<file path="config.mk">
export PLATFORM = sky130hd
export DESIGN_NAME = telemetry_frame_crc16_encoder
export DESIGN_NICKNAME = d
export VERILOG_FILES = /design/src/hdl/tfce_pkg.sv /design/src/hdl/telemetry_frame_crc16_encoder.sv
export VERILOG_INCLUDE_DIRS = /design/src /design/src/hdl
export SDC_FILE = /design/constraint.sdc
export NUM_CORES = 1
export LEC_CHECK = 0
export BUFFER_PORTS_ARGS = -buffer_cell sky130_fd_sc_hd__buf_2
export CELL_PAD_IN_SITES_DETAIL_PLACEMENT = 2
export CELL_PAD_IN_SITES_GLOBAL_PLACEMENT = 2
export CORE_MARGIN = 2
export CORE_UTILIZATION = 42
export CTS_CLUSTER_DIAMETER = 30
export CTS_CLUSTER_SIZE = 28
export DETAILED_ROUTE_END_ITERATION = 12
export GPL_TIMING_DRIVEN = 0
export PLACE_DENSITY_LB_ADDON = 0.1
export SYNTH_ARGS = -nofsm -noshare
export SYNTH_HDL_FRONTEND = slang
export SYNTH_SLANG_ARGS = --single-unit
</file>
<file path="constraint.sdc">
create_clock -name clk -period 7.17 [get_ports clk]
set_clock_uncertainty 0.15 [all_clocks]
set_input_delay 0.3585 -clock clk [delete_from_list [all_inputs] [get_ports clk]]
set_output_delay 0.3585 -clock clk [all_outputs]
set_load 0.02 [all_outputs]
</file>
<file path="src/hdl/telemetry_frame_crc16_encoder_defines.svh">
// Assertion macros for the telemetry frame encoder.
// Included by the modules that carry concurrent assertions; depends on nothing.
`ifndef TELEMETRY_FRAME_CRC16_ENCODER_DEFINES_SVH
`define TELEMETRY_FRAME_CRC16_ENCODER_DEFINES_SVH

// Same-cycle implication, checked outside reset.
`define TFCE_ASSERT_NOW(label, clk, rst_n, ante, cons, msg) \
	label: assert property (@(posedge clk) disable iff (!(rst_n)) (ante) |-> (cons)) \
		else $error(msg);

// Next-cycle implication, checked outside reset.
`define TFCE_ASSERT_NEXT(label, clk, rst_n, ante, cons, msg) \
	label: assert property (@(posedge clk) disable iff (!(rst_n)) (ante) |=> (cons)) \
		else $error(msg);

`endif

</file>
<file path="src/hdl/tfce_pkg.sv">
// Package for the telemetry frame encoder: sequencer phases, frame marker bytes,
// register indexes and the byte-wide CRC-16 fold. Depends on nothing.
package tfce_pkg;

	localparam logic [7:0] MARK_FIRST  = 8'h21;	// '!'
	localparam logic [7:0] MARK_SECOND = 8'h24;	// '$'

	localparam logic [15:0] POLY_RESET = 16'h1021;
	localparam logic [15:0] INIT_RESET = 16'hFFFF;
	localparam logic [7:0]  DEV_RESET  = 8'h01;

	localparam int CFG_INDEX_W = 2;
	localparam logic [CFG_INDEX_W-1:0] REG_POLYNOMIAL = 2'd0;
	localparam logic [CFG_INDEX_W-1:0] REG_INITIAL    = 2'd1;
	localparam logic [CFG_INDEX_W-1:0] REG_DEVICE     = 2'd2;

	// Which byte of a frame the sequencer puts out next
	typedef enum logic [2:0] {
		PH_MARK1,
		PH_MARK2,
		PH_LEN,
		PH_DEV,
		PH_KIND,
		PH_DATA,
		PH_CRC_LO,
		PH_CRC_HI
	} phase_t;

	// Shift one byte into an MSB-first CRC-16, eight bit steps
	function automatic logic [15:0] crc_fold(input logic [15:0] crc,
		input logic [15:0] poly, input logic [7:0] b);
		logic [15:0] r;
		r = crc ^ {b, 8'h00};
		for (int k = 0; k < 8; k++) begin
			if (r[15]) begin
				r = {r[14:0], 1'b0} ^ poly;
			end else begin
				r = {r[14:0], 1'b0};
			end
		end
		return r;
	endfunction

endpackage

</file>
<file path="src/hdl/telemetry_frame_crc16_encoder.sv">
// Telemetry frame encoder: header / payload items in, frame bytes with CRC-16 out.
// Depends on tfce_pkg and telemetry_frame_crc16_encoder_defines.svh.
//
//   channel  | handshake                  | payload
//   ---------+----------------------------+-----------------------------------------------
//   input    | in_valid / in_stall        | opcode, payload_length, message_kind, data_byte
//   output   | out_valid / out_stall      | out_byte, run_end, frame_end
//   config   | cfg_valid / cfg_ready      | cfg_index, cfg_data
//
// One frame byte leaves the output register per cycle unless out_stall holds it. A
// payload byte puts out 1 byte (3 when it is the last, with the trailer), a header 5
// (7 for a zero-length frame); a payload byte with no open frame puts out none. The CRC
// is folded one byte per cycle, stalls aside, as each header or payload byte is loaded
// into the output register; the next item is taken in the cycle its predecessor ends.
// Reset clears control state and loads the register defaults; a stall on the output
// holds the output register and, once the item register is busy, the input side.
`include "telemetry_frame_crc16_encoder_defines.svh"

module telemetry_frame_crc16_encoder
	import tfce_pkg::*;
(
	input  logic                   clk,
	input  logic                   arst_n,

	input  logic                   in_valid,
	output logic                   in_stall,
	input  logic                   opcode,
	input  logic [7:0]             payload_length,
	input  logic [7:0]             message_kind,
	input  logic [7:0]             data_byte,

	output logic                   out_valid,
	input  logic                   out_stall,
	output logic [7:0]             out_byte,
	output logic                   run_end,
	output logic                   frame_end,

	input  logic                   cfg_valid,
	output logic                   cfg_ready,
	input  logic [CFG_INDEX_W-1:0] cfg_index,
	input  logic [15:0]            cfg_data
);

	// configuration registers
	logic [15:0] poly_q;
	logic [15:0] init_q;
	logic [7:0]  dev_q;

	// frame state
	logic [15:0] crc_q;
	logic [7:0]  remaining_q;
	logic        open_q;

	// item register
	logic        slot_valid_s1;
	phase_t      phase_s1;
	logic [7:0]  len_s1;
	logic [7:0]  kind_s1;
	logic [7:0]  data_s1;

	// result register
	logic        out_valid_s2;
	logic [7:0]  out_byte_s2;
	logic        run_end_s2;
	logic        frame_end_s2;

	phase_t      phase_next;
	logic [7:0]  rem_dec;
	logic        out_free;
	logic        drop;
	logic        step;
	logic        emit;
	logic        in_accept;
	logic        last;
	logic        folds;
	logic [7:0]  cur_byte;
	logic [15:0] crc_base;
	logic [15:0] crc_folded;

	assign cfg_ready = 1'b1;

	always_ff @(posedge clk or negedge arst_n) begin
		if (!arst_n) begin
			poly_q <= POLY_RESET;
			init_q <= INIT_RESET;
			dev_q  <= DEV_RESET;
		end else if (cfg_valid && cfg_ready) begin
			unique case (cfg_index)
				REG_POLYNOMIAL: poly_q <= cfg_data;
				REG_INITIAL:    init_q <= cfg_data;
				REG_DEVICE:     dev_q  <= cfg_data[7:0];
				default: begin
				end
			endcase
		end
	end

	assign rem_dec   = remaining_q - 8'd1;
	assign out_free  = !out_valid_s2 || !out_stall;
	assign drop      = (phase_s1 == PH_DATA) && !open_q;
	assign step      = slot_valid_s1 && (drop || out_free);
	assign emit      = slot_valid_s1 && out_free && !drop;
	assign in_stall  = slot_valid_s1 && !(step && last);
	assign in_accept = in_valid && !in_stall;

	// next phase of the sequencer
	always_comb begin
		unique case (phase_s1)
			PH_MARK1:  phase_next = PH_MARK2;
			PH_MARK2:  phase_next = PH_LEN;
			PH_LEN:    phase_next = PH_DEV;
			PH_DEV:    phase_next = PH_KIND;
			PH_KIND:   phase_next = (len_s1 == 8'd0) ? PH_CRC_LO : PH_MARK1;
			PH_DATA:   phase_next = (rem_dec == 8'd0) ? PH_CRC_LO : PH_MARK1;
			PH_CRC_LO: phase_next = PH_CRC_HI;
			PH_CRC_HI: phase_next = PH_MARK1;
			default:   phase_next = PH_MARK1;
		endcase
	end

	// byte, item end and CRC input for the current phase
	always_comb begin
		cur_byte = 8'h00;
		last     = 1'b0;
		folds    = 1'b1;
		crc_base = crc_q;
		unique case (phase_s1)
			PH_MARK1: begin
				cur_byte = MARK_FIRST;
				crc_base = init_q;
			end
			PH_MARK2:  cur_byte = MARK_SECOND;
			PH_LEN:    cur_byte = len_s1;
			PH_DEV:    cur_byte = dev_q;
			PH_KIND: begin
				cur_byte = kind_s1;
				last     = (len_s1 != 8'd0);
			end
			PH_DATA: begin
				cur_byte = data_s1;
				last     = !open_q || (rem_dec != 8'd0);
			end
			PH_CRC_LO: begin
				cur_byte = crc_q[7:0];
				folds    = 1'b0;
			end
			PH_CRC_HI: begin
				cur_byte = crc_q[15:8];
				last     = 1'b1;
				folds    = 1'b0;
			end
			default: begin
			end
		endcase
	end

	assign crc_folded = crc_fold(crc_base, poly_q, cur_byte);

	always_ff @(posedge clk or negedge arst_n) begin
		if (!arst_n) begin
			slot_valid_s1 <= 1'b0;
			phase_s1      <= PH_MARK1;
		end else if (in_accept) begin
			slot_valid_s1 <= 1'b1;
			phase_s1      <= opcode ? PH_DATA : PH_MARK1;
		end else if (step) begin
			slot_valid_s1 <= !last;
			phase_s1      <= phase_next;
		end
	end

	always_ff @(posedge clk) begin
		if (in_accept) begin
			len_s1  <= payload_length;
			kind_s1 <= message_kind;
			data_s1 <= data_byte;
		end
	end

	always_ff @(posedge clk or negedge arst_n) begin
		if (!arst_n) begin
			crc_q       <= '0;
			remaining_q <= '0;
			open_q      <= 1'b0;
		end else if (emit) begin
			if (folds) begin
				crc_q <= crc_folded;
			end
			if (phase_s1 == PH_KIND && len_s1 != 8'd0) begin
				open_q      <= 1'b1;
				remaining_q <= len_s1;
			end else if (phase_s1 == PH_DATA) begin
				remaining_q <= rem_dec;
			end else if (phase_s1 == PH_CRC_HI) begin
				open_q      <= 1'b0;
				remaining_q <= '0;
			end
		end
	end

	always_ff @(posedge clk or negedge arst_n) begin
		if (!arst_n) begin
			out_valid_s2 <= 1'b0;
		end else if (emit) begin
			out_valid_s2 <= 1'b1;
		end else if (!out_stall) begin
			out_valid_s2 <= 1'b0;
		end
	end

	always_ff @(posedge clk) begin
		if (emit) begin
			out_byte_s2  <= cur_byte;
			run_end_s2   <= last;
			frame_end_s2 <= (phase_s1 == PH_CRC_HI);
		end
	end

	assign out_valid = out_valid_s2;
	assign out_byte  = out_byte_s2;
	assign run_end   = run_end_s2;
	assign frame_end = frame_end_s2;

	`TFCE_ASSERT_NOW(a_frame_end_closes_item, clk, arst_n,
		out_valid_s2 && frame_end_s2, run_end_s2, "frame end without item end")
	// the count reaches zero only while the trailer is going out
	`TFCE_ASSERT_NOW(a_open_has_bytes, clk, arst_n,
		open_q, remaining_q != 8'd0 || phase_s1 == PH_CRC_LO || phase_s1 == PH_CRC_HI,
		"open frame with no bytes remaining")
	`TFCE_ASSERT_NEXT(a_crc_lo_then_hi, clk, arst_n,
		emit && phase_s1 == PH_CRC_LO, slot_valid_s1 && phase_s1 == PH_CRC_HI,
		"trailer low byte not followed by high byte")
	`TFCE_ASSERT_NEXT(a_emit_fills_output, clk, arst_n,
		emit, out_valid_s2, "emitted byte missing from output register")

endmodule

</file>
==> results.md, run 1 <==
* Final ANT Viol Nets at 0
* Class of the worst hold path: in2reg
* Die H at 139.8 um
* Tightest Pin Transition at between 1 and 1.5 ns
* Initial antenna violation count at 0
* Cells after synthesis at between 800 and 900
* Hold Slack at about 0.014 ns
* Top FF cell, synth: dfrtp_1
* Seq/Total Area, Yosys at a little over a third
* Area delta synth->final at 11.90%
* Detailed Route WL at roughly 30 mm
* Sum Neg Setup Slack at 0 ns
* Post-CTS setup buffers at 0
* # port buffers at slightly below 60
* Routability cong. at roughly 0.9
* Syn_nets at just under 900
* Status: finished clean
* Crit Path Max Fanout at 10
* Ports at 61
* Dpl ws at approximately 1.0 ns
* Drt drc at 0
* Fin crit period at ~6.3 ns
* Asr flop ratio synth at about two thirds
* Post-CTS Resized at 0
* Die Area at 0.01953 mm^2
* Total clock buffers created by CTS at 9
* Vias at between 7k and 8k
* Final setup viols at 0
* Number of detailed-route iterations in the first pass at 5
* Max clock buf depth at 2
* Worst-path clk slew at 0.08 ns
* First-pass GRT wire length at between 40 and 50 mm
* # rows at slightly below 50
* Crit start category: flop
* Overflow after GRT at 0
* Dpl hpwl at between 20 and 25 mm
* RSZ-0062 raised after global routing: false
* Clock Latency Late Sink at ~0.36 ns
* Initial Utilization at between 40% and 50%
* CTS tree: yes
* Vias in the first global route at 7784
* Nets at between 900 and 1k
* CP arrival at 6.32 ns
* Synth cell types at 80
* Mean Syn Cell Area at approximately 9 um^2
* WS Path Type: reg2reg
* Share of cells above drive strength 1 at 21.44%
* Synth Register Bits at approximately 100
* Yosys warnings at 0
* Cell Area, Synth at a little under 0.008 mm^2
* Final-report hold violation count at 0
* Maxcap violations at 0
* WP data required at 7.23 ns
* Fin crit share at a little under 90%
* Via density at 6.198
* Core area at 0.01802 mm^2
* Largest net degree at the start of global routing at 56
* Die X at 139.8 um
* Sink Count at between 100 and 150
* CP Capture Type: flop
* H-tree Lvls at 3
* N_diodes at 0
* Slew HR at a little over a quarter
* GRT Overall Usage at approximately 31%
* Initial DRC Count at approximately 370
* Maximum clock frequency at ~160 MHz
* Fin. max-slew vios at 0
* Setup ws final at 0.9140 ns
* WL per Instance at around 26 um
* Root Driver: clkbuf_16
* Post-synth EDFFs at 34
## routing by layer
layer / share of wire, % / vias up / GRT usage, % / wire length, um
li1: - / 3140 / - / -
met1: 43 / 3684 / 40.00 / 12730
met2: 50 / 203 / 52.68 / 14910
met3: 4.0 / 57 / 4.267 / 1192
met4: 2.8 / 0 / 9.368 / 830
met5: 0 / - / 0 / 0
## through the flow
stage / utilization [%] / area [um^2] / std cells
floorplan: - / 7741 / 837
global placement: 46.18 / 8323 / 1125
detailed placement: 46.34 / 8353 / 1126
CTS: 48.06 / 8662 / 1143
global route: 48.06 / 8662 / 1143
finish: 48.06 / 8662 / 1143
## cells in the mapped netlist (all sizes together), types with 6 or more instances
master	n	area share (%)
o211ai	7	0.68
dfstp	20	6.8
o311a	9	1.2
xnor2	60	7.2
buf	21	1.8
mux2	51	7.6
nand3	32	2.7
nand2	137	6.7
a22o	6	0.68
nor2	50	2.5
xor2	16	1.8
o21ai	74	4.8
a31o	10	1.1
clkbuf	45	2.2
dfrtp	50	16
and3	6	0.48
nor3	10	0.71
a31oi	9	0.73
a21oi	30	2.1
inv	14	0.68
nand2b	10	0.81
xnor3	16	4.7
mux2i	28	3.7
edfxtp	34	13
## flip-flops by register name, summed over array words and instances (netlist names)
name and flops:
poly_q 16, run_end 1, kind_s1 8, out_valid 1, out_byte 8, phase_s1 3
dev_q 8, open_q 1, frame_end 1, data_s1 8, remaining_q 8, init_q 16
slot_valid_s1 1, len_s1 8, crc_q 16
## layout by cell type (no fill, tap or decap), drive strengths merged, types with 9 or more instances in the layout
cell	count
a21oi	30
dfrtp	50
nand2b	10
nor3	10
nor2	50
nand2	137
dfstp	20
xor2	16
clkbuf	56
buf	81
o311a	9
inv	14
a31oi	9
xnor2	60
xnor3	16
o21ai	74
a31o	10
mux2	51
mux2i	28
edfxtp	34
nand3	32
## repair_timing
| item | in CTS | in global routing |
|---|---|---|
| endpoints found under the hold margin | 15 | 0 |
| endpoints found under the setup margin | 0 | 0 |
| hold buffers | 1 | 0 |
## critical path, stage by stage, from the launching register on
cell and delay [ns]:
dfrtp_1 0.38, buf_6 0.15, buf_6 0.15, and2_1 0.19, a222oi_1 0.64, a21oi_2 0.24
nor3_1 0.31, a211oi_1 0.11, a311oi_2 0.47, mux2_2 0.42, xnor2_2 0.30, xnor3_1 0.47
mux2_1 0.34, xor2_1 0.52, buf_2 0.35, nand2_1 0.12, xnor3_1 0.42, xnor2_1 0.25
o21ai_1 0.12
## final timing paths
check                                      from             end  slack [ns]  depth (start not counted)
worst max register to register      phase_s1[0]       crc_q[10]        0.91                         18
worst max-delay path                phase_s1[0]       crc_q[10]        0.91                         18
worst min register to register   remaining_q[1]  remaining_q[1]        0.37                          2
max in group asynchronous                arst_n       poly_q[0]        5.96                          3
min in group asynchronous                arst_n      poly_q[15]        0.27                          2
worst min-delay path            message_kind[0]      kind_s1[0]        0.01                          1
## layout make-up
cell class                      instances  area (um^2)
Inverter                               16        60.06
Timing Repair Buffer                   61        335.3
Buffer                                 66        306.5
Clock buffer                           11        242.7
Tap cell                              229        286.5
Fill cell                            1953         9363
Sequential cell                       104         2798
Clock inverter                          5        56.30
Multi-Input combinational cell        651         4577
## kinds of logic (layout without fill, tap and decap cells)
family / Yosys count / count (layout) / share of synthesized area [%]
flip-flops: 104 / 104 / 36.14
other: 1 / 1 / 0.04844
adder cells (fa/ha/maj): 2 / 2 / 0.3232
buffers and inverters: 82 / 159 / 4.736
AO/OA/AOI/OAI: 193 / 193 / 16.60
multiplexers: 79 / 79 / 11.23
XOR/XNOR: 92 / 92 / 13.66
AND/OR/NAND/NOR: 284 / 284 / 17.26
Power of run 1 is left out: the tool's default activity adds up to more than one toggle a clock period on the data nets, which glitch-free logic cannot reach.
==> inputs of run 2 (changes only) <==
--- a/config.mk
+++ b/config.mk
@@ -10,7 +10,7 @@
 export CELL_PAD_IN_SITES_DETAIL_PLACEMENT = 2
 export CELL_PAD_IN_SITES_GLOBAL_PLACEMENT = 2
 export CORE_MARGIN = 2
-export CORE_UTILIZATION = 42
+export CORE_UTILIZATION = 35
 export CTS_CLUSTER_DIAMETER = 30
 export CTS_CLUSTER_SIZE = 28
 export DETAILED_ROUTE_END_ITERATION = 12
==> constraint.sdc (replaced) <==
create_clock -name clk -period 5.4 [get_ports clk]
set_clock_uncertainty 0.15 [all_clocks]
set_input_delay 0.27 -clock clk [delete_from_list [all_inputs] [get_ports clk]]
set_output_delay 0.27 -clock clk [all_outputs]
set_load 0.02 [all_outputs]
==> run 2 against run 1 <==
Effect of this change:
- flip-flop and latch count unchanged
- routed wire length increased by 0.92%
- via count decreased by 1.5%
- final cell count increased by 8.0%
- sequential share of layout area decreased by 2.6 points
- core utilization decreased by 4.8 points
- first-iteration DRC count decreased by 2.7%
- critical path depth increased by 2
- design area increased by 8.8%
- fmax increased by 18%
==> results.md, run 2 (synthesized netlist as in run 1, its figures left out) <==
* Placed insts at 1177 (+4.5%)
* Number of fill cells at 2357 (+21%)
* Class of the worst hold path: in2reg
* WS Path Type: reg2reg
* WHS Path Cells at 3 (+2)
* Status: finished clean
* Hold Slack at 0.02407 ns (+0.009569 ns)
* Final-report hold violation count at 0 (unchanged)
* Clock Latency Late Sink at 0.36 ns (about the same)
* First-pass GRT wire length at 45.87 mm (-0.72%)
* Reg area at 0.002798 mm^2 (unchanged)
* R2r endpoint: crc_q[15]
* WP data required at 5.47 ns (-1.76 ns)
* Maxcap violations at 0 (unchanged)
* Root Driver: clkbuf_16
* Fin crit period at 5.321 ns (-0.9349 ns)
* Die X at 152.7 um (+9.3%)
* N_diodes at 0 (unchanged)
* Slowest CP cell: xnor3_1
* Worst-path clk slew at 0.07 ns (about the same)
* Die Area at 0.02332 mm^2 (+19%)
* Core area at 0.02176 mm^2 (+21%)
* Slew HR at 19.67% (-6.4 points)
* Die H at 152.7 um (+9.3%)
* Slowest stage delay, CP at 0.45 ns (-0.19 ns)
* Non-Filler Instances at 1235 (+8.0%)
* Hold Startpoint: out_stall
* WL per Instance at 24.24 um (-6.6%)
* Detailed Route WL at 29.94 mm (+0.92%)
* CP Capture Type: flop
* Largest regs: crc_q (16), init_q (16), poly_q (16)
* Routability cong. at 0.8130 (-7.2%)
* Final ANT Viol Nets at 0 (unchanged)
* Ports at 61 (unchanged)
* # rows at 54 (+10%)
* Crit path max-delay family: compound AO/OA/AOI/OAI gates
* Dpl hpwl at 22.22 mm (-0.56%)
* Number of detailed-route iterations in the first pass at 5 (unchanged)
* Crit path buf inv count at 5 (+2)
* Tightest Pin Transition at 1.204 ns (+0.09596 ns)
* Via density at 5.649 (-8.9%)
* Fin crit share at 98.54% (+11 points)
* Sum Neg Setup Slack at 0 ns (unchanged)
* Vias at 6976 (-1.5%)
* Commonest non-fill, non-tap cells in the layout: nand2_1, buf_2, o21ai_0
* Crit Path Max Fanout at 10 (unchanged)
* Crit-path cells: buf_6 -> buf_6 -> and2_1 -> a222oi_1 -> buf_4 -> a21oi_4 -> nor3_1 -> a211oi_1 -> a311oi_2 -> mux2_2 -> xnor2_4 -> buf_4 -> xnor2_4 -> clkbuf_2 -> o21ai_0 -> a31o_2 -> a31oi_1 -> xnor3_1 -> xor2_1 -> o21ai_1
* Area delta synth->final at 21.69%
* H-tree Lvls at 3 (unchanged)
* Share of cells above drive strength 1 at 26.49% (+5.0 points)
* Drt drc at 0 (unchanged)
* Nets at 1000 (+4.3%)
* Vias in the first global route at 7721 (-0.81%)
* Commonest non-fill, non-tap cell in the layout: nand2_1
* Overflow after GRT at 0 (unchanged)
* R2R Path Start: phase_s1[0]
* Register-to-Register Path Depth at 20 (+2)
* Largest net degree at the start of global routing at 65 (+16%)
* Hold endpoint: out_valid
* Initial DRC Count at 362 (-2.7%)
* Fin. max-slew vios at 0 (unchanged)
* Area occupied by multi-input gates at 0.004838 mm^2 (+5.7%)
* # port buffers at 59 (unchanged)
* Final setup viols at 0 (unchanged)
* Total clock buffers created by CTS at 9 (unchanged)
* GRT Overall Usage at 25.25% (-5.3 points)
* Utilization after layout at 43.30% (-4.8 points)
* Initial antenna violation count at 0 (unchanged)
* Crit start category: flop
* Max clock buf depth at 2 (unchanged)
* Maximum clock frequency at 187.9 MHz (+18%)
* CTS tree: yes
* Worst reg2reg setup slack at 0.08 ns (-0.84 ns)
* CP arrival at 5.39 ns (-0.93 ns)
* Critical Path Stages at 20 (+2)
* Initial Utilization at 35.58% (-7.4 points)
* Sink Count at 104 (unchanged)
-- run 2: changes by cell type in the layout (fill, tap and decap cells not counted), sizes merged --
cell,before,now
clkinvlp,1,0
clkbuf,56,59
inv,14,15
dlygate4sd3,1,26
clkinv,5,4
bufinv,1,0
buf,81,96
-- run 2: per-stage QoR --
stage,setup slack (ns),cell area (um^2)
5_1_grt,-0.08857,9420
3_3_place_gp,-0.5066,8387
6_report,0.07889,9420
2_1_floorplan,0.5657,7741
3_5_place_dp,-0.6189,8417
4_1_cts,0.008241,9123
-- run 2: area by class of cell --
| class | count | share of cell area, % |
|---|---|---|
| clock buffer | 13 | 3.108 |
| tap | 280 | 3.719 |
| sequential | 104 | 29.70 |
| inverter | 16 | 0.6375 |
| clock inverter | 3 | 0.2125 |
| buffer | 65 | 3.560 |
| multi-input combinational | 651 | 51.36 |
| timing repair buffer | 103 | 7.704 |
-- run 2: worst max-delay path by stage --
stage / start / end / slack, ns
floorplan: phase_s1[2] / crc_q[10] / 0.57
global placement: phase_s1[0] / crc_q[6] / -0.51
detailed placement: phase_s1[0] / crc_q[6] / -0.62
CTS: phase_s1[0] / crc_q[15] / 0.008
global route: phase_s1[2] / crc_q[13] / -0.09
finish: phase_s1[0] / crc_q[15] / 0.08
-- run 2: routing by layer --
layer  up-vias  GRT usage (%)  part of all wire (%)
met1      3603          33.39                    44
met2       132          44.39                    51
met5         -              0                     0
li1       3209              -                     -
met3        32          2.958                   3.2
met4         0          5.644                   1.7
-- run 2: worst reg2reg max path: stages, from the launching register on --
cell      delay [ns]
dfrtp_1         0.38
buf_6           0.14
buf_6           0.15
and2_1          0.22
a222oi_1        0.40
buf_4           0.21
a21oi_4         0.08
nor3_1          0.22
a211oi_1        0.10
a311oi_2        0.38
mux2_2          0.43
xnor2_4         0.17
buf_4           0.17
xnor2_4         0.27
clkbuf_2        0.30
o21ai_0         0.11
a31o_2          0.28
a31oi_1         0.21
xnor3_1         0.45
xor2_1          0.27
o21ai_1         0.09
-- run 2: timing repair --
action,CTS,global route
hold buffers,26,0
buffers inserted,4,13
resized for setup,26,44
endpoints found under the setup margin,16,16
pin swaps,4,8
endpoints found under the hold margin,78,0
Power of run 2 is left out for the same reason.
